[config.mk]
export PLATFORM = sky130hd
export DESIGN_NAME = strs_ram
export DESIGN_NICKNAME = d
export VERILOG_FILES = /design/src/rtl/core/segment_tree_range_sum_top_macros.svh /design/src/rtl/core/strs_level.sv
export SDC_FILE = /design/constraint.sdc
export NUM_CORES = 1
export LEC_CHECK = 0
export ABC_CLOCK_PERIOD_IN_PS = 1400
export BUFFER_PORTS_ARGS = -buffer_cell sky130_fd_sc_hd__buf_2
export CAP_MARGIN = 0
export CELL_PAD_IN_SITES_DETAIL_PLACEMENT = 0
export CELL_PAD_IN_SITES_GLOBAL_PLACEMENT = 1
export CORE_ASPECT_RATIO = 0.8
export CORE_MARGIN = 3
export CORE_UTILIZATION = 44
export CTS_BUF_LIST = sky130_fd_sc_hd__clkbuf_8
export DETAILED_ROUTE_END_ITERATION = 6
export PLACE_DENSITY = 0.76
export RECOVER_POWER = 50
export SETUP_SLACK_MARGIN = 0.02
export SYNTH_ARGS = -nofsm -noshare
export SYNTH_HDL_FRONTEND = slang
export SYNTH_SLANG_ARGS = --single-unit
[constraint.sdc]
create_clock -name clk -period 1.4 [get_ports clk]
set_clock_uncertainty 0.1 [all_clocks]
set_input_delay 0.28 -clock clk [delete_from_list [all_inputs] [get_ports clk]]
set_output_delay 0.28 -clock clk [all_outputs]
set_load 0.05 [all_outputs]
[src/rtl/core/segment_tree_range_sum_top_macros.svh]
// Assertion macros used by the segment tree top module.
`ifndef SEGMENT_TREE_RANGE_SUM_TOP_MACROS_SVH
`define SEGMENT_TREE_RANGE_SUM_TOP_MACROS_SVH
`ifndef SYNTH
`define STRS_ASSERT(label, clk_i, rst_ni, prop) \
  label: assert property (@(posedge clk_i) disable iff (!rst_ni) (prop)) \
    else $error("assertion failed");
`define STRS_ASSERT_NEXT(label, clk_i, rst_ni, ante, cons) \
  label: assert property (@(posedge clk_i) disable iff (!rst_ni) (ante) |=> (cons)) \
    else $error("assertion failed");
`else
`define STRS_ASSERT(label, clk_i, rst_ni, prop)
`define STRS_ASSERT_NEXT(label, clk_i, rst_ni, ante, cons)
`endif
`endif

[src/rtl/core/strs_level.sv]
// Node store of one tree level: one write port, two registered read ports.
module strs_ram #(
  parameter int DEPTH = 2,
  parameter int AW    = 1,
  parameter int W     = 8
) (
  input  logic          clk,
  input  logic          we,
  input  logic [AW-1:0] waddr,
  input  logic [W-1:0]  wdata,
  input  logic [AW-1:0] raddr_a,
  input  logic [AW-1:0] raddr_b,
  output logic [W-1:0]  rdata_a,
  output logic [W-1:0]  rdata_b
);
  logic [W-1:0] mem_r [DEPTH];
  logic [W-1:0] rd_a_r, rd_b_r;

  always_ff @(posedge clk) begin
    if (we) begin
      mem_r[waddr] <= wdata;
    end
    rd_a_r <= mem_r[raddr_a];
    rd_b_r <= mem_r[raddr_b];
  end

  assign rdata_a = rd_a_r;
  assign rdata_b = rd_b_r;
endmodule


* After elaboration in Yosys (flattened, before gate mapping)
Memories as Yosys holds them, arrays and structs flattened. A register that Yosys moved wholly into a read port is not among the register bits.
Index checks and enable logic that the tools add are counted.
** Storage, ports and cells
- Bits of input ports :: 13
- Output and inout port bits :: 16
- RAM bits :: 16
- Memories kept :: 1
- Bits in registers :: 0
- Logic and storage cells :: 3
** Memories
- mem_r :: depth 2, width 8, rd ports 2, clocked after memory_dff 2, write ports 1, line strs_level.sv:16 : logic [W-1:0] mem_r [DEPTH];
** Cells by class
- Muxes and demuxes :: 2
** Operators by type and width (count)
- 1-bit 2-to-1 mux :: 2

* Depth between registers and ports, before layout
- Depth in word-level cells :: 2
- Gate-level depth with buffers :: 2
- Depth with buffers taken out :: 1

* Least setup slack after synthesis
OpenSTA, ideal clock, no wires.
- Path kind :: input to register
- Start point :: in we
- End point :: mem mem_r[0][0] (enable)
- Data required time :: 0.927 ns
- Arrival :: 0.700 ns
- Library setup time :: 0.373 ns
- Stages on the path :: 1
- Path buffers :: 0
- Setup slack :: 0.227 ns
- Path through :: nor2b_1
** Between the ends
- Word-level cells in the longest chain between the ends :: 2
** RTL lines
- start, declared :: line strs_level.sv:8 : input logic we,
- 1-bit 2-to-1 mux :: line strs_level.sv:20 : if (we) begin
- 1-bit 2-to-1 mux (implied by the code) :: line strs_level.sv:21 : mem_r[waddr] <= wdata;
- end, declared :: line strs_level.sv:16
No other way between the ends.

* Final worst setup path
- Start point :: reg rd_b_r[4] (netlist: rdata_b[4]), read port of mem_r
- End point :: out rdata_b[4]
** RTL lines
- start, declared :: line strs_level.sv:17 : logic [W-1:0] rd_a_r, rd_b_r;
- end, declared :: line strs_level.sv:14 : output logic [W-1:0] rdata_b
No word-level cell between the ends.

==> run metrics <==
status=finished clean; Max stage delay cell, worst path=dfxtp_1; worst r2r path cells=1; Critical Path Source Type=flip-flop; CP Data Required Time=1.02 ns; FF+latch count, synth=32; DR DRC count=0; Critical R2R Launch=mem_r[1][3]$_DFFE_PP_; Seq/Total Area, Yosys=between 70% and 80%; final worst slack=roughly 0.19 ns; CTS H-tree depth=2; vias per inst=~4.6; drt pass-1 iters=2; cts bufs inserted=5; CTS Hold Bufs=0; fin util=58.0%; CP endpoint kind=output pin; CP Class=reg2out; Setup TNS=0 ns; Worst slew margin=between 70% and 80%; pin count of the biggest net entering global routing=11; Synth cell types=6; Final Max Tran Viols=0; Pwr Density=~1600 nW/um2; mean post-synth cell area=a little over 20 um2; Tcrit/Tclk final=86.4%; clock-pin slew on the worst setup and hold paths=0.06 ns; Global Route Usage Sum=approximately an eighth; worst hold stages=1; CTS-repair resized insts=0; Filler cells=191; drt first-iter violations=3; min-delay src=wdata[5]; Ys Warns=0; layout cells sized above 1=between 40% and 50%; Hold Fails Final Rpt=0; Nets=100; min-delay worst type=in2reg; Min Clock Period, post-route=around 1.2 ns; CTS root buf=clkbuf_8; worst slack, placed=around 0.21 ns; final setup fails=0; antenna violations before repair=0; WL/cell=between 10 and 15 um; total wire length=~1.5 mm; peak per-stage delay on the critical path=~0.30 ns; hold endpoint=mem_r[0][5]$_DFFE_PP_; RD Place Congestion=roughly 0.64; Syn Std Cell Area=1080 um2; CP top delay family=flip-flops; Synth-to-Final Area Change=20.5%; Via Count=between 500 and 600; CP max FO=1; Max Clk Rate=0.827 GHz; first-pass GRT wire length=around 2.4 mm; WP depth=1; maximum capacitance violations=0; port bufs=28; TritonCTS clock tree=done; Initial Util=between 40% and 50%; P_leak=between 0.5 and 0.6 nW; worst slew pin tran=roughly 0.37 ns; worst path bufs/invs=1; worst path cell trace=buf_2; die area=between 3000 and 4000 um2; core box area=2230 um2; Post-CTS Setup Bufs=0; Num Clock Sinks=32; Rows=15; Antenna Cells=0; vias in the first global route=between 500 and 600; GRT overflow=0; IO Pins=29; Reg-to-Reg End=rdata_a[3]$_DFF_P_; RSZ-0062 raised after global routing=no; Synth Instances=52; Die Span Y=~50 um; worst vdd ir=approximately 620 uV; chip width=61.3 um; Worst-Skew Late Latency=~0.27 ns; antenna-violating nets left=0; buffer depth of the longest clock path=2; Crit path arrival time=~0.83 ns; FF-to-FF setup slack=around 0.5 ns; post-synth net total=65
==> state kept, by name (all words and copies together), names as in the netlist <==
register and cells:
mem_r 16, rdata_a 8, rdata_b 8
==> logic make-up (layout without fill, tap and decap cells) <==
kind of cell           count (synthesis)  count (layout)  synth area share, %
DFF                                   32              32                 74.4
buffers and inverters                  2              38                 2.09
muxes                                 16              16                 22.3
and+or+nand+nor                        2               2                 1.16
==> layout make-up <==
type                            instances  area, um2  area share, %
Clock buffer                            7       96.3           7.43
Clock inverter                          1       3.75          0.290
Multi-Input combinational cell         18        223           17.2
Sequential cell                        32        801           61.8
Tap cell                               25       31.3           2.41
Timing Repair Buffer                   30        141           10.9
==> routing by layer <==
metal,up-vias,track usage (%),share of wire (%)
met5,-,0,0
met4,0,8.66,2.0
met3,5,5.40,6.9
met2,19,18.3,50
met1,234,12.0,41
li1,257,-,-
==> placed cells by master, fill, tap and decap left out <==
master    count
and2_1        1
buf_2        23
dfxtp_1      16
edfxtp_1     16
clkbuf_1      7
clkbuf_8      7
nor2b_1       1
mux2_1        8
mux2_4        8
inv_1         1
==> power by group <==
part | internal [W] | leakage [nW] | switching [W]
Clock | 0.000440 | 0.0557 | 0.000292
Sequential | 0.00106 | 0.285 | 0.0000211
Combinational | 0.0000843 | 0.202 | 0.000204
==> cell usage after synthesis <==
cell type / instances / area [um2]
nor2b_1: 1 / 6.26
mux2_4: 16 / 240
edfxtp_1: 16 / 480
and2_1: 1 / 6.26
dfxtp_1: 16 / 320
buf_6: 2 / 22.5
==> metrics by stage <==
stage / hold WS (ns) / instances / total power [W] / cell area [um2]
2_1_floorplan: 0.279 / 52 / 0.00135 / 1080
3_3_place_gp: 0.369 / 105 / 0.00141 / 1240
3_5_place_dp: 0.372 / 105 / 0.00142 / 1240
4_1_cts: 0.0842 / 113 / 0.00216 / 1340
5_1_grt: 0.0850 / 113 / 0.00220 / 1300
6_report: 0.0960 / 113 / 0.00210 / 1300
==> how the worst max path moves through the flow <==
stage	start	to	slack, ns
after floorplan	we	mem_r[0][0]$_DFFE_PP_	0.23
after global placement	waddr	mem_r[1][3]$_DFFE_PP_	0.26
after detailed placement	waddr	mem_r[1][6]$_DFFE_PP_	0.21
after CTS	rdata_b[7]$_DFF_P_	rdata_b[7]	0.18
after global routing	rdata_a[5]$_DFF_P_	rdata_a[5]	0.14
final	rdata_b[4]$_DFF_P_	rdata_b[4]	0.19
No activity file was read; power rests on OpenSTA's default activity.
