## src/rtl/core/segment_tree_range_sum_top_macros.svh

```systemverilog
// Assertion macros used by the segment tree top module.
`ifndef SEGMENT_TREE_RANGE_SUM_TOP_MACROS_SVH
`define SEGMENT_TREE_RANGE_SUM_TOP_MACROS_SVH
`ifndef SYNTH
`define STRS_ASSERT(label, clk_i, rst_ni, prop) \
  label: assert property (@(posedge clk_i) disable iff (!rst_ni) (prop)) \
    else $error("assertion failed");
`define STRS_ASSERT_NEXT(label, clk_i, rst_ni, ante, cons) \
  label: assert property (@(posedge clk_i) disable iff (!rst_ni) (ante) |=> (cons)) \
    else $error("assertion failed");
`else
`define STRS_ASSERT(label, clk_i, rst_ni, prop)
`define STRS_ASSERT_NEXT(label, clk_i, rst_ni, ante, cons)
`endif
`endif

```

## src/rtl/core/strs_pkg.sv

```systemverilog
package strs_pkg;
  localparam int LEAVES    = 1024;
  localparam int LVL_W     = $clog2(LEAVES);
  localparam int LVL_NUM_W = $clog2(LVL_W + 1);
  localparam int NODE_W    = LVL_W + 1;
  localparam int SUM_W     = 42;
  localparam int VAL_W     = 32;
  localparam int IDX_W     = 10;
  localparam int CNT_W     = $clog2(2 * LVL_W + 2);

  typedef enum logic {
    ACT_SET   = 1'b0,
    ACT_QUERY = 1'b1
  } action_t;

  typedef enum logic [1:0] {
    ST_IDLE,
    ST_CLEAR,
    ST_WALK,
    ST_DONE
  } state_t;

  // Control carried down the row of level cells; hi may point one past the
  // last node of a level.
  typedef struct packed {
    logic              vld;
    action_t           act;
    logic              skip;
    logic [NODE_W-1:0] lo;
    logic [NODE_W:0]   hi;
  } walk_t;
endpackage

```

## src/rtl/core/strs_level.sv

```systemverilog


// One tree level: issues the node reads of its step, then, with the read data
// registered, adds or writes back and hands the walk to the level above.
module strs_level (
  input  logic                                clk,
  input  logic                                rst_n,
  input  logic [strs_pkg::LVL_NUM_W-1:0]      lvl_i,
  input  strs_pkg::walk_t                     walk_i,
  input  logic signed [strs_pkg::SUM_W-1:0]   acc_i,
  input  logic                                clr_i,
  input  logic [strs_pkg::LVL_W-1:0]          clr_addr_i,
  output logic                                ram_we_o,
  output logic [strs_pkg::LVL_W-1:0]          ram_waddr_o,
  output logic signed [strs_pkg::SUM_W-1:0]   ram_wdata_o,
  output logic [strs_pkg::LVL_W-1:0]          ram_raddr_a_o,
  output logic [strs_pkg::LVL_W-1:0]          ram_raddr_b_o,
  input  logic signed [strs_pkg::SUM_W-1:0]   ram_rdata_a_i,
  input  logic signed [strs_pkg::SUM_W-1:0]   ram_rdata_b_i,
  output strs_pkg::walk_t                     walk_o,
  output logic signed [strs_pkg::SUM_W-1:0]   acc_o
);
  localparam int L  = strs_pkg::LVL_W;
  localparam int NW = strs_pkg::NODE_W;
  localparam int SW = strs_pkg::SUM_W;

  logic [L-1:0] mask, lo_off, hi_off, lo_off_b;
  strs_pkg::walk_t walk_a_r, walk_r, walk_nxt;
  logic signed [SW-1:0] acc_a_r, acc_r, acc_nxt;
  logic [NW:0] lo_ext, lo_inc;
  logic set_we;

  // Node k of this level sits at offset k & mask.
  always_comb begin
    mask          = (L'(1) << lvl_i) - L'(1);
    lo_off        = walk_i.lo[L-1:0] & mask;
    hi_off        = (walk_i.hi[L-1:0] - L'(1)) & mask;
    // a set reads the sibling, a query the left node
    ram_raddr_a_o = (walk_i.act == strs_pkg::ACT_QUERY) ? lo_off :
                    ((lo_off ^ L'(1)) & mask);
    ram_raddr_b_o = hi_off;
  end

  always_comb begin
    lo_off_b = walk_a_r.lo[L-1:0] & mask;
    lo_ext   = {1'b0, walk_a_r.lo};
    lo_inc   = lo_ext;
    walk_nxt = walk_a_r;
    acc_nxt  = acc_a_r;
    set_we   = 1'b0;
    if (walk_a_r.act == strs_pkg::ACT_QUERY) begin
      if (lo_ext < walk_a_r.hi && walk_a_r.lo[0]) begin
        acc_nxt = acc_nxt + ram_rdata_a_i;
        lo_inc  = lo_ext + 1'b1;
      end
      if (lo_inc < walk_a_r.hi && walk_a_r.hi[0]) begin
        acc_nxt = acc_nxt + ram_rdata_b_i;
      end
      walk_nxt.lo = lo_inc[NW:1];
      walk_nxt.hi = walk_a_r.hi >> 1;
    end else begin
      // store the new sum of node lo and pass it up with its sibling
      set_we      = walk_a_r.vld && !walk_a_r.skip;
      walk_nxt.lo = walk_a_r.lo >> 1;
      if (lvl_i != '0) acc_nxt = acc_a_r + ram_rdata_a_i;
    end
  end

  assign ram_we_o    = clr_i || set_we;
  assign ram_waddr_o = clr_i ? clr_addr_i : lo_off_b;
  assign ram_wdata_o = clr_i ? '0 : acc_a_r;

  always_ff @(posedge clk) begin
    if (!rst_n) begin
      walk_a_r <= '0;
      walk_r   <= '0;
    end else begin
      walk_a_r <= walk_i;
      walk_r   <= walk_nxt;
    end
  end

  always_ff @(posedge clk) begin
    acc_a_r <= acc_i;
    acc_r   <= acc_nxt;
  end

  assign walk_o = walk_r;
  assign acc_o  = acc_r;
endmodule

```

## config.mk

```make
export PLATFORM = sky130hd
export DESIGN_NAME = strs_level
export DESIGN_NICKNAME = d
export VERILOG_FILES = /design/src/rtl/core/segment_tree_range_sum_top_macros.svh /design/src/rtl/core/strs_pkg.sv /design/src/rtl/core/strs_level.sv
export SDC_FILE = /design/constraint.sdc
export NUM_CORES = 1
export LEC_CHECK = 0
export ABC_CLOCK_PERIOD_IN_PS = 6510
export BUFFER_PORTS_ARGS = -buffer_cell sky130_fd_sc_hd__buf_2
export CAP_MARGIN = 20
export CORE_UTILIZATION = 54
export DETAILED_ROUTE_END_ITERATION = 8
export GPL_TIMING_DRIVEN = 0
export PLACE_DENSITY_LB_ADDON = 0.2
export RECOVER_POWER = 25
export SYNTH_ARGS = -nofsm -noshare
export SYNTH_HDL_FRONTEND = slang
export SYNTH_SLANG_ARGS = --single-unit
```

## constraint.sdc

```tcl
create_clock -name clk -period 6.51 [get_ports clk]
set_input_delay 0.3255 -clock clk [delete_from_list [all_inputs] [get_ports clk]]
set_output_delay 0.3255 -clock clk [all_outputs]
set_load 0.005 [all_outputs]
```

* Word level (Yosys, flattened, before mapping)
Index checks and enable logic that the tools add are counted.
** Word-level totals
- Bits in registers :: 136
- Bits in latches :: 0
- RAM bits :: 0
- ROM bits :: 0
- Input port bits :: 169
- Output and inout bits :: 141
- Logic and storage cells :: 49
- Memories :: 0
** Cells by class
- $add $sub $neg :: 5
- Multiply operators :: 0
- Div/mod/pow operators :: 0
- Magnitude comparators :: 2
- Equal/unequal tests :: 0
- Shift operators :: 1
- Multiplexer cells :: 13
- Bitwise gates (word level) :: 6
- Reduce and logical (&&, ||, !) cells :: 8
** Operators by type and width (count)
- 2-to-1 mux 42 bit :: 6
- adder 42 bit :: 2
- bitwise AND 10 bit :: 4
- 2-to-1 mux 10 bit :: 3
- 2-to-1 mux 12 bit :: 2
- adder 11 x 1 -> 12 bit (second input constant) :: 1
- less-than comparator 11 x 12 -> 1 bit :: 1
- less-than comparator 12 bit :: 1
- 2-to-1 mux 11 bit :: 1
- left shift 1 x 4 -> 10 bit (first input constant) :: 1
- subtractor 10 x 1 -> 10 bit (second input constant) :: 1
- subtractor 10 x 2 -> 10 bit (second input constant) :: 1
- nonzero test 4 bit :: 1
- logical AND 1 bit :: 3
- inverter 1 bit :: 2
- AND reduction 2 bit :: 1
- OR reduction 2 bit :: 1
- zero test 1 bit :: 1
- logical OR 1 bit :: 1
- 2-to-1 mux 1 bit :: 1

* Depth between registers and ports, before layout
Gate-level depths: netlist of the first run.
- Depth after elaboration :: 8
- Gate-level depth with buffers :: 24
- Gate-level depth less buffers :: 23

* Worst setup path before layout of the first run
OpenSTA, ideal clock, no wires.
- Kind :: flip-flop to flip-flop
- From :: reg walk_a_r (netlist bit lo_ext[5])
- To :: reg acc_r[38] (netlist: acc_o[38])
- Setup time :: 117 ps
- Arrival time :: 4612 ps
- Data required time :: 6393 ps
- Setup slack :: 1781 ps
- Cell stages (with the launch flop) :: 24
- Buffers on the path :: 2
- Clock period less this slack :: 4729 ps
- Cells stage by stage :: dfxtp_1 > ha_1 > a21o_1 > a21oi_1 > o21ai_0 > o2111ai_1 > and3_1 > clkbuf_1 > clkbuf_1 > nand2_1 > nand2_1 > ha_1 > inv_1 > fa_1 > nand3b_1 > a211oi_1 > o221ai_1 > o211ai_2 > a41o_1 > a31oi_1 > nand2b_1 > mux2i_1 > a31oi_1 > o22a_1
** On the way
- Longest elaborated chain between the ends :: 8
- Elaborated cells between the ends (all ways) :: 12
- Classes of those cells :: 2 x add/sub; 2 x order compare; 6 x mux; 2 x reduce/logical
** RTL lines
- start, declared :: line strs_level.sv:28 : strs_pkg::walk_t walk_a_r, walk_r, walk_nxt;
- start signal, assigned :: line strs_level.sv:78 : walk_a_r <= walk_i;
- branches (longest 6 deep; another with adder 42 bit)
- 2-to-1 mux 42 bit (*) :: line strs_level.sv:56 : if (lo_inc < walk_a_r.hi && walk_a_r.hi[0]) begin
- 2-to-1 mux 42 bit (*) :: line strs_level.sv:51 : if (walk_a_r.act == strs_pkg::ACT_QUERY) begin
- named net acc_nxt[38] :: line strs_level.sv:29 : logic signed [SW-1:0] acc_a_r, acc_r, acc_nxt;
- end signal, assigned :: line strs_level.sv:85 : acc_r <= acc_nxt;
- end, declared :: line strs_level.sv:29
Mark *: on every way through the listed nets, which the timed path passes. The select of a mux whose other input is x is not followed.
A chain may end at the register's enable or synchronous reset.

* Final worst setup path of the first run
Ends and elaborated chain as after synthesis.

==> results of run 1 <==
[metal layers]
layer | track usage | vias up | share of wire
met5 | 0 | - | 0
li1 | - | 6106 | -
met1 | 0.484 | 5833 | 0.41
met3 | 0.0790 | 125 | 0.086
met4 | 0.188 | 0 | 0.045
met2 | 0.647 | 706 | 0.46
[cells in the mapped netlist (3+ instances only)]
cell type and instances:
o221ai_1 4, nor2b_1 71, o211ai_2 3, buf_2 7, inv_1 50, and2_1 51, nor2_1 104, and3_1 21
dfxtp_1 136, nand3_1 32, mux2_2 9, ha_1 108, nand4_1 24, buf_1 5, nor3b_1 7, mux2i_1 28
nor4_1 3, or3_1 8, o31ai_1 9, clkbuf_1 56, a21o_1 36, o31a_1 3, a21boi_0 5, o21a_1 10
nand2b_1 21, o21ai_2 3, nand3b_1 4, o21bai_1 10, o211ai_1 13, nand2_1 183, a2111oi_2 3, xnor2_1 55
a31oi_1 10, o211a_1 5, nor3_1 19, or2_2 4, a211oi_1 28, xor2_1 36, o21ai_1 16, a21oi_1 150
a211o_1 7, o21ai_0 80, o22ai_1 6
[worst max path at each step]
stage / from / endpoint / slack [ns]
floorplan: lo_ext[5] / acc_o[38] / 1.78
global placement: lo_ext[5] / acc_o[38] / 0.18
detailed placement: lo_ext[5] / acc_o[38] / 0.15
CTS: lo_ext[5] / acc_o[38] / 0.08
global route: lo_ext[5] / acc_o[38] / 0.01
finish: lo_ext[5] / acc_o[38] / 0.31
[state kept, by name, summed over array words and instances, names as in the netlist]
register,count
walk_a_r,15
acc_o,42
walk_o,26
acc_a_r,42
lo_ext,11
[final cells by class]
cell class | count | area [sq um] | share of cell area
clock buffers | 18 | 429 | 0.0298
repair buffers | 349 | 1960 | 0.136
diodes | 1 | 2.50 | 0.000174
multi-input cells | 1246 | 8320 | 0.577
inverters | 50 | 188 | 0.0130
plain buffers | 70 | 289 | 0.0201
well taps | 275 | 344 | 0.0239
clock inverters | 14 | 165 | 0.0115
flip-flops and latches | 136 | 2720 | 0.189
[kinds of logic after synthesis]
| group | count (synthesis) | share of synthesized area |
|---|---|---|
| compound gates | 441 | 0.254 |
| xor+xnor | 91 | 0.0693 |
| fa+ha+maj | 110 | 0.121 |
| flops | 136 | 0.237 |
| simple gates | 565 | 0.243 |
| mux | 39 | 0.0358 |
| buf+inv | 120 | 0.0409 |
[stage by stage]
stage          hold WS [ns]  cell area (sq um)  utilization  total power (W)
6_report             0.0886              14400        0.688          0.00322
5_1_grt              0.0990              14400        0.688          0.00336
4_1_cts              0.0880              14400        0.687          0.00318
3_5_place_dp          0.429              13400        0.639          0.00216
3_3_place_gp          0.427              13400        0.639          0.00215
2_1_floorplan         0.353              11500            -          0.00177
[repair_timing]
| item | 4_1_cts | 5_1_grt |
|---|---|---|
| hold buffers | 42 | 0 |
| endpoints found under the hold margin | 42 | 0 |
| setup endpoints to repair | 0 | 4 |
| gates resized for setup | 0 | 9 |
| setup buffers | 0 | 0 |
[report_power, final]
| part | internal (W) | leakage [nW] | switching [W] |
|---|---|---|---|
| clock network | 0.000576 | 0.278 | 0.000442 |
| logic | 0.000517 | 5.33 | 0.000716 |
| registers | 0.000919 | 1.14 | 0.0000494 |
[worst register-to-register path, stage by stage (launching register included)]
cell,delay [ns]
dfxtp_1,0.61
ha_1,0.35
a21o_1,0.18
a21oi_1,0.13
o21ai_0,0.13
o2111ai_1,0.33
and3_1,0.25
clkbuf_1,0.24
clkbuf_4,0.37
buf_2,0.36
nand2_1,0.08
nand2_1,0.09
ha_1,0.28
a21oi_1,0.37
o211ai_1,0.13
o221ai_1,0.39
o211ai_2,0.22
a41o_1,0.32
a31oi_1,0.42
nand2b_1,0.21
mux2i_1,0.19
a31oi_1,0.17
o22a_1,0.27
==> reports/results.ini, run 1 <==
[outcome]
status=complete, no violations

[placement]
gp_congestion=0.993
dp_worst_setup_slack_ns=0.146
dp_hpwl_mm=33.4
dp_cells=2084
port_buffers=307

[critical_path]
r2r-end=acc_o[38]
crit_chain=ha_1 -> a21o_1 -> a21oi_1 -> o21ai_0 -> o2111ai_1 -> and3_1 -> clkbuf_1 -> clkbuf_4 -> buf_2 -> nand2_1 -> nand2_1 -> ha_1 -> a21oi_1 -> o211ai_1 -> o221ai_1 -> o211ai_2 -> a41o_1 -> a31oi_1 -> nand2b_1 -> mux2i_1 -> a31oi_1 -> o22a_1
critical_path_class=register to register
crit_required_ns=6.84
cp.arrival_ns=6.53
reg2regPathDepth=22
crit_path_end_kind=register
cp-start-kind=register
cp.depth=22
critPathMaxStageDelay_ns=0.61
r2r_start=lo_ext[5]
critical_path_buf_inv_count=3
crit_path_max_fanout=10
crit_family=compound AO/OA/AOI/OAI gates
r2r_slack_ns=0.31
cpMaxStageDelayCell=dfxtp_1

[sta]
setup_ws_ns=0.309
hold_viol=0
slew_violations=0
fmax_ghz=0.161
grt_setup_unrepaired=false
layout_min_cycle_time_ns=6.20
slew_headroom=0.336
fin_tns_setup_ns=0
setup_violations=0
worst_slew_pin_slew_ns=0.996
timing.final.crit_share=0.952
fin_skew_ns=0.0112

[drt]
dr.pass1.iters=6
drt-total-wl_mm=43.4
drc=0
ant_nets=0
route.vias.total=12800
drtIter0Drc=1011
wire_per_inst_um=20.1
vias_per_cell=5.91

[cells_and_area]
synthToLayoutAreaGrowth_pct=25.3
layout-drive-gt1-share=0.210
nNetsFinal=2149
fillCellCount=1795
final_cell_mix=313 x buf_2, 183 x nand2_1, 150 x a21oi_1
fin_cells=2159
final_common_cell=buf_2

[clock_network]
clockRootBuffer=clkbuf_16
insertion_delay_ns=0.45
path_clk_slew_ns=0.07
cts_buffers=17
clk_path_buf_depth=2
cts_tree=done
cts_num_sinks=136
htree_levels=4

[global_routing]
grt_pass1_vias=12000
grt_antenna_before_repair=0
grt_usage=0.391
grt_pass1_wl_mm=65.5
overflow=0
grt_max_degree=17

[yosys]
synth.largest_area_cell=dfxtp_1
synthFlopType=dfxtp_1
ys_warn_count=0
synth_top_cell_area_share=0.237
synth_nets=1781
syn_inst=1502
seq_area_frac_synth=0.237
synth.distinct_cells=86
synth_edf_count=0
synthesis.area_sq_um=11500
synth.area.top_cells=dfxtp_1 24%, ha_1 12%, a21oi_1 6.5%
ys_ff_latch=136
synthArstFlopShare=0
synth_area_per_cell_sq_um=7.66

[hold_path]
hold_path_class=input pin to register
holdPathStages=2
hold_end=lo_ext[10]
min_from=walk_i[22]

[floorplanning]
placeableCoreArea_sq_um=21000
rows=53
die_h_um=148
io_pins=310
fp.dieW_um=148
start_util=0.549
dieArea_sq_um=21900

[run]
max-cap-violations=0

[power]
leakage_nw=6.75
vdd_drop_max_v=0.000188
powerDensity_nw_per_um2=223

Power figures use the tool's default switching activity.
==> inputs of run 2 (changes only) <==
--- a/config.mk
+++ b/config.mk
@@ -5,10 +5,12 @@
 export SDC_FILE = /design/constraint.sdc
 export NUM_CORES = 1
 export LEC_CHECK = 0
+export ABC_AREA = 1
 export ABC_CLOCK_PERIOD_IN_PS = 6510
 export BUFFER_PORTS_ARGS = -buffer_cell sky130_fd_sc_hd__buf_2
 export CAP_MARGIN = 20
-export CORE_UTILIZATION = 54
+export CORE_ASPECT_RATIO = 1.25
+export CORE_UTILIZATION = 55
 export DETAILED_ROUTE_END_ITERATION = 8
 export GPL_TIMING_DRIVEN = 0
 export PLACE_DENSITY_LB_ADDON = 0.2
==> reports/results.ini, run 2 <==
[critical_path]
path_common_cell=nand2_1
cpMaxStageDelayCell=fa_1
cp.arrival_ns=5.80  ; -0.73 ns
cp-start-kind=register
crit_path_max_fanout=10  ; unchanged
critical_path_class=register to register
crit_required_ns=6.89  ; +0.05 ns
r2r_slack_ns=1.10  ; +0.79 ns
crit_family=simple AND/OR/NAND/NOR gates
critPathMaxStageDelay_ns=0.41  ; -0.20 ns
crit_path_end_kind=register
critical_path_buf_inv_count=6  ; +3

[global_routing]
grt_usage=0.473  ; +0.0816
grt_pass1_wl_mm=82.0  ; +25%
grt_antenna_before_repair=2  ; +2
grt_max_degree=17  ; unchanged
overflow=0  ; unchanged
grt_pass1_vias=15700  ; +31%

[cells_and_area]
synthToLayoutAreaGrowth_pct=22.8
layout-drive-gt1-share=0.143  ; -0.0673
final_common_cell=nand2_1
regArea_sq_um=2720  ; unchanged
nNetsFinal=2784  ; +30%
fin_cells=2803  ; +30%
fillCellCount=1988  ; +11%
multi_input_area_sq_um=8390  ; +0.89%
final_cell_mix=630 x nand2_1, 329 x inv_1, 304 x buf_2

[clock_network]
cts_buffers=17  ; unchanged
path_clk_slew_ns=0.07  ; about the same
htree_levels=4  ; unchanged
cts_num_sinks=136  ; unchanged
clockRootBuffer=clkbuf_16
cts_setup_buffers=0  ; unchanged
cts_tree=done
cts_resized=0  ; unchanged
insertion_delay_ns=0.45  ; about the same
clk_path_buf_depth=2  ; unchanged

[sta]
fmax_ghz=0.185  ; +15%
slew_violations=0  ; unchanged
hold_viol=0  ; unchanged
worst_slew_pin_slew_ns=1.12  ; +0.128 ns
fin_skew_ns=0.0132  ; +0.00199 ns
grt_setup_unrepaired=false
setup_violations=0  ; unchanged
setup_ws_ns=1.10  ; +0.786 ns
fin_tns_setup_ns=0  ; unchanged
timing.final.crit_share=0.832  ; -0.121
slew_headroom=0.244  ; -0.0926
layout_min_cycle_time_ns=5.41  ; -0.786 ns

[yosys]
synth.largest_area_cell=dfxtp_1
synthFlopType=dfxtp_1
synth.area.top_cells=dfxtp_1 22%, nand2_1 19%, ha_1 11%
synth_area_per_cell_sq_um=5.91  ; -23%
synth_nets=2415  ; +36%
synth.distinct_cells=45  ; -48%
synth_edf_count=0  ; unchanged
seq_area_frac_synth=0.216  ; -0.0208
netlist_top_cells_count=630 x nand2_1, 329 x inv_1, 259 x nor2_1
syn_inst=2136  ; +42%
synthesis.area_sq_um=12600  ; +9.6%
yosysMostFrequentCell=nand2_1
synthArstFlopShare=0  ; unchanged
ys_warn_count=0  ; unchanged
ys_ff_latch=136  ; unchanged
synth_top_cell_area_share=0.216  ; -0.0208

[floorplanning]
placeableCoreArea_sq_um=22400  ; +6.7%
start_util=0.564  ; +0.0150
dieArea_sq_um=23500  ; +7.5%
rows=61  ; +15%
io_pins=310  ; unchanged
fp.dieW_um=137  ; -7.1%
die_h_um=171  ; +16%

[placement]
dp_worst_setup_slack_ns=1.46  ; +1.31 ns
port_buffers=308  ; +0.33%
dp_hpwl_mm=44.5  ; +33%
dp_cells=2727  ; +31%
gp_congestion=1.07  ; +7.9%

[drt]
wire_per_inst_um=19.7  ; -1.9%
drtIter0Drc=1897  ; +88%
drc=0  ; unchanged
drt-total-wl_mm=55.2  ; +27%
route.vias.total=16400  ; +28%
vias_per_cell=5.85  ; -1.1%
ant_nets=0  ; unchanged
dr.pass1.iters=7  ; +1

[power]
clkPwrFrac=0.296  ; -0.020
p_sw_w=0.00139  ; +15%
powerDensity_nw_per_um2=214  ; -4.0%
p_int_w=0.00193  ; -4.2%
p_total_w=0.00332  ; +3.1%
swShare=0.419  ; +0.0443
leakage_nw=8.71  ; +29%
comb_power_share=0.414  ; +0.031
p_seq_frac=0.289  ; -0.012
vdd_drop_max_v=0.000198  ; +5.8%

[outcome]
status=complete, no violations

[hold_path]
hold_path_class=input pin to register

[run]
max-cap-violations=0  ; unchanged

## run 2: changes by cell type after synthesis, moves of 23 or more
cell / previous run / this run
nand3_1: 32 / 152
and2_1: 51 / 7
nor2_1: 104 / 259
nor2b_1: 71 / 1
o211ai_1: 13 / 37
a21o_1: 36 / 13
a21oi_1: 150 / 115
inv_1: 50 / 329
xnor2_1: 55 / 21
mux2i_1: 28 / 0
nand2_1: 183 / 630
a211oi_1: 28 / 0
clkbuf_1: 56 / 32
## run 2: layer usage
layer | vias up | track usage | share of wire
met5 | - | 0 | 0
li1 | 7599 | - | -
met3 | 331 | 0.0976 | 0.095
met2 | 1181 | 0.781 | 0.46
met4 | 0 | 0.450 | 0.10
met1 | 7283 | 0.494 | 0.34
## run 2: kinds of logic (layout without fill, tap and decap cells)
family | Yosys count | count (layout) | synth area share
and+or+nand+nor | 1117 | 1117 | 0.362
buffers and inverters | 383 | 765 | 0.119
AOI/OAI and AO/OA | 340 | 340 | 0.158
DFF | 136 | 136 | 0.216
adders and majority gates | 110 | 110 | 0.110
xor gates and xnor gates | 50 | 50 | 0.0347
other | 0 | 2 | 0
## run 2: power by group through the flow
stage | registers (W) | clock network, W | logic (W)
after global placement | 0.000973 | 0 | 0.00127
final | 0.000961 | 0.000983 | 0.00138
after detailed placement | 0.000975 | 0 | 0.00128
after CTS | 0.000957 | 0.000963 | 0.00131
after global routing | 0.000967 | 0.000998 | 0.00149
after floorplan | 0.000970 | 0 | 0.000819
## run 2: worst paths after layout
check                      end  cells past startpoint          from
setup / recovery     acc_o[22]                     29   walk_a_r[9]
hold reg to reg     walk_o[23]                      2  walk_a_r[23]
hold / removal    walk_a_r[10]                      3    walk_i[10]
setup reg to reg     acc_o[22]                     29   walk_a_r[9]
## run 2: repair_timing
action | in CTS | in global routing
hold buffers | 42 | 0
hold endpoints to repair | 42 | 0
setup endpoints to repair | 0 | 0
## run 2: through the flow
step,util,hold WS (ns),instance area [sq um]
final,0.693,0.0674,15500
after global routing,0.692,0.0924,15500
after CTS,0.693,0.0604,15500
after detailed placement,0.649,0.420,14500
after global placement,0.649,0.414,14500
after floorplan,-,0.353,12600
## run 2: layout make-up
class,instances,area share
multi-input combinational,1617,0.542
inverter,335,0.0812
antenna,2,0.000323
clock buffer,18,0.0277
sequential,136,0.176
tap,283,0.0229
buffer,48,0.0156
clock inverter,14,0.00897
timing repair buffer,350,0.126
## run 2: worst register-to-register path, delay by kind of cell, from the launching register on
| family | cells | cell delay [ns] |
|---|---|---|
| AO/OA/AOI/OAI | 2 | 0.58 |
| adder cells (fa/ha/maj) | 3 | 1.06 |
| buffers and inverters | 6 | 0.72 |
| flip-flops | 1 | 0.31 |
| AND/OR/NAND/NOR | 18 | 2.68 |
==> inputs of run 3 (changes only) <==
--- a/config.mk
+++ b/config.mk
@@ -6,7 +6,7 @@
 export NUM_CORES = 1
 export LEC_CHECK = 0
 export ABC_AREA = 1
-export ABC_CLOCK_PERIOD_IN_PS = 6510
+export ABC_CLOCK_PERIOD_IN_PS = 5100
 export BUFFER_PORTS_ARGS = -buffer_cell sky130_fd_sc_hd__buf_2
 export CAP_MARGIN = 20
 export CORE_ASPECT_RATIO = 1.25
==> constraint.sdc (replaced) <==
create_clock -name clk -period 5.1 [get_ports clk]
set_input_delay 0.255 -clock clk [delete_from_list [all_inputs] [get_ports clk]]
set_output_delay 0.255 -clock clk [all_outputs]
set_load 0.005 [all_outputs]
==> reports/results.ini, run 3 (same netlist as run 2, synthesis figures left out) <==
[outcome]
status=complete, no violations

[sta]
setup_violations=0  ; unchanged
fmax_ghz=0.204  ; +10%
layout_min_cycle_time_ns=4.91  ; -0.504 ns
holdWs_ns=0.0122  ; -0.0552 ns
slew_violations=0  ; unchanged
hold_viol=0  ; unchanged
setup_ws_ns=0.189  ; -0.906 ns
worst_slew_pin_slew_ns=0.988  ; -0.136 ns
fin_skew_ns=0.0146  ; +0.00141 ns
slew_headroom=0.341  ; +0.0977
timing.final.crit_share=0.963  ; +0.131

[clock_network]
cts_buffers=17  ; unchanged
clk_path_buf_depth=2  ; unchanged
cts_num_sinks=136  ; unchanged
path_clk_slew_ns=0.07  ; about the same
cts_tree=done
cts_setup_buffers=0  ; unchanged
clockRootBuffer=clkbuf_16
insertion_delay_ns=0.46  ; about the same
htree_levels=4  ; unchanged

[cells_and_area]
nNetsFinal=2789  ; +0.18%
regArea_sq_um=2720  ; unchanged
final_cell_mix=626 x nand2_1, 329 x inv_1, 304 x buf_2
final_common_cell=nand2_1
layout-drive-gt1-share=0.148  ; +0.00527
synthToLayoutAreaGrowth_pct=23.6
fillCellCount=1951  ; -1.9%
multi_input_area_sq_um=8440  ; +0.63%
fin_cells=2807  ; +0.14%

[placement]
gp_congestion=1.07  ; unchanged
dp_cells=2727  ; unchanged
dp_hpwl_mm=44.5  ; unchanged
dp_worst_setup_slack_ns=0.0459  ; -1.41 ns
port_buffers=308  ; unchanged

[drt]
vias_per_cell=5.82  ; -0.42%
dr.pass1.iters=8  ; +1
wire_per_inst_um=19.9  ; +0.93%
drt-total-wl_mm=55.8  ; +1.1%
route.vias.total=16300  ; -0.28%
drtIter0Drc=1843  ; -2.8%
ant_nets=0  ; unchanged
drc=0  ; unchanged

[hold_path]
hold_path_class=input pin to register

[global_routing]
grt_antenna_before_repair=1  ; -1
overflow=0  ; unchanged
grt_max_degree=17  ; unchanged
grt_usage=0.475  ; +0.00237
grt_pass1_wl_mm=82.3  ; +0.37%
grt_pass1_vias=15800  ; +0.52%

[floorplanning]
io_pins=310  ; unchanged
placeableCoreArea_sq_um=22400  ; unchanged
rows=61  ; unchanged
die_h_um=171  ; unchanged
dieArea_sq_um=23500  ; unchanged
fp.dieW_um=137  ; unchanged
start_util=0.564  ; unchanged

[power]
comb_power_share=0.417  ; +0.003
p_sw_w=0.00179  ; +28%
p_int_w=0.00247  ; +28%
p_seq_frac=0.288  ; about the same
swShare=0.420  ; +0.000888
clkPwrFrac=0.295  ; about the same
powerDensity_nw_per_um2=273  ; +27%
leakage_nw=8.74  ; +0.44%
vdd_drop_max_v=0.000256  ; +29%

[critical_path]
cp-start-kind=register
path_common_cell=nand2_1
crit_required_ns=5.46  ; -1.43 ns
r2r-end=acc_o[14]
critical_path_buf_inv_count=5  ; -1
r2r_start=walk_a_r[9]
cp.arrival_ns=5.27  ; -0.53 ns
crit_family=simple AND/OR/NAND/NOR gates
r2r_slack_ns=0.19  ; -0.91 ns
reg2regPathDepth=27  ; -6.9%
worstSetupStartpoint=walk_a_r[9]
critPathMaxStageDelay_ns=0.41  ; about the same
crit_path_max_fanout=10  ; unchanged
crit_end=acc_o[14]
critical_path_class=register to register
cp.depth=27  ; -6.9%
crit_path_end_kind=register
cpMaxStageDelayCell=fa_1

[run]
max-cap-violations=0  ; unchanged

run 3: cell type report:
class,instances,share of cell area
diodes,1,0.000160
plain buffers,48,0.0158
clock buffers,18,0.0275
clock inverters,14,0.00891
inverters,335,0.0806
multi-input cells,1617,0.541
flip-flops and latches,136,0.175
well taps,283,0.0227
repair buffers,355,0.128
run 3: repair_timing:
item                                   in CTS  in global routing
gates cloned                                0                  0
setup endpoints to repair                   1                 13
hold buffers                               47                  0
resized for setup                           1                 19
endpoints found under the hold margin      47                  0
run 3: through the flow:
step	util	instance area, sq um	power (W)	setup TNS [ns]
2_1_floorplan	-	12600	0.00228	0
3_5_place_dp	0.649	14500	0.00288	0
4_1_cts	0.695	15500	0.00413	0
6_report	0.697	15600	0.00425	0
5_1_grt	0.697	15600	0.00444	-0.0589
3_3_place_gp	0.649	14500	0.00286	0
run 3: worst min-delay path by stage:
| stage | from | endpoint | depth (start not counted) |
|---|---|---|---|
| after global placement | acc_i[37] | acc_a_r[37] | 1 |
| after floorplan | acc_i[0] | acc_a_r[0] | 0 |
| after CTS | walk_i[10] | walk_a_r[10] | 3 |
| after detailed placement | acc_i[16] | acc_a_r[16] | 1 |
| after global routing | walk_i[24] | walk_a_r[24] | 3 |
| final | walk_i[16] | lo_ext[4] | 3 |
run 3: worst register-to-register path, delay by kind of cell (launching register included):
kind                     cells  cell delay [ns]
flip-flops                   1             0.33
AO/OA/AOI/OAI                4             0.74
adder cells (fa/ha/maj)      3             1.01
AND/OR/NAND/NOR             14             1.68
XOR/XNOR                     1             0.26
buffers and inverters        5             0.79
run 3: routing by layer:
layer	GRT usage	routed length, um	vias up
met5	0	0	-
met4	0.456	5700	0
met3	0.0987	5280	333
met2	0.781	25500	1141
met1	0.498	19300	7259
li1	-	-	7615
run 3: power by group through the flow:
stage / registers, W / logic, W / clock network [W]
finish: 0.00123 / 0.00177 / 0.00126
detailed placement: 0.00124 / 0.00164 / 0
CTS: 0.00122 / 0.00168 / 0.00123
global placement: 0.00124 / 0.00161 / 0
floorplan: 0.00124 / 0.00105 / 0
global route: 0.00123 / 0.00192 / 0.00128
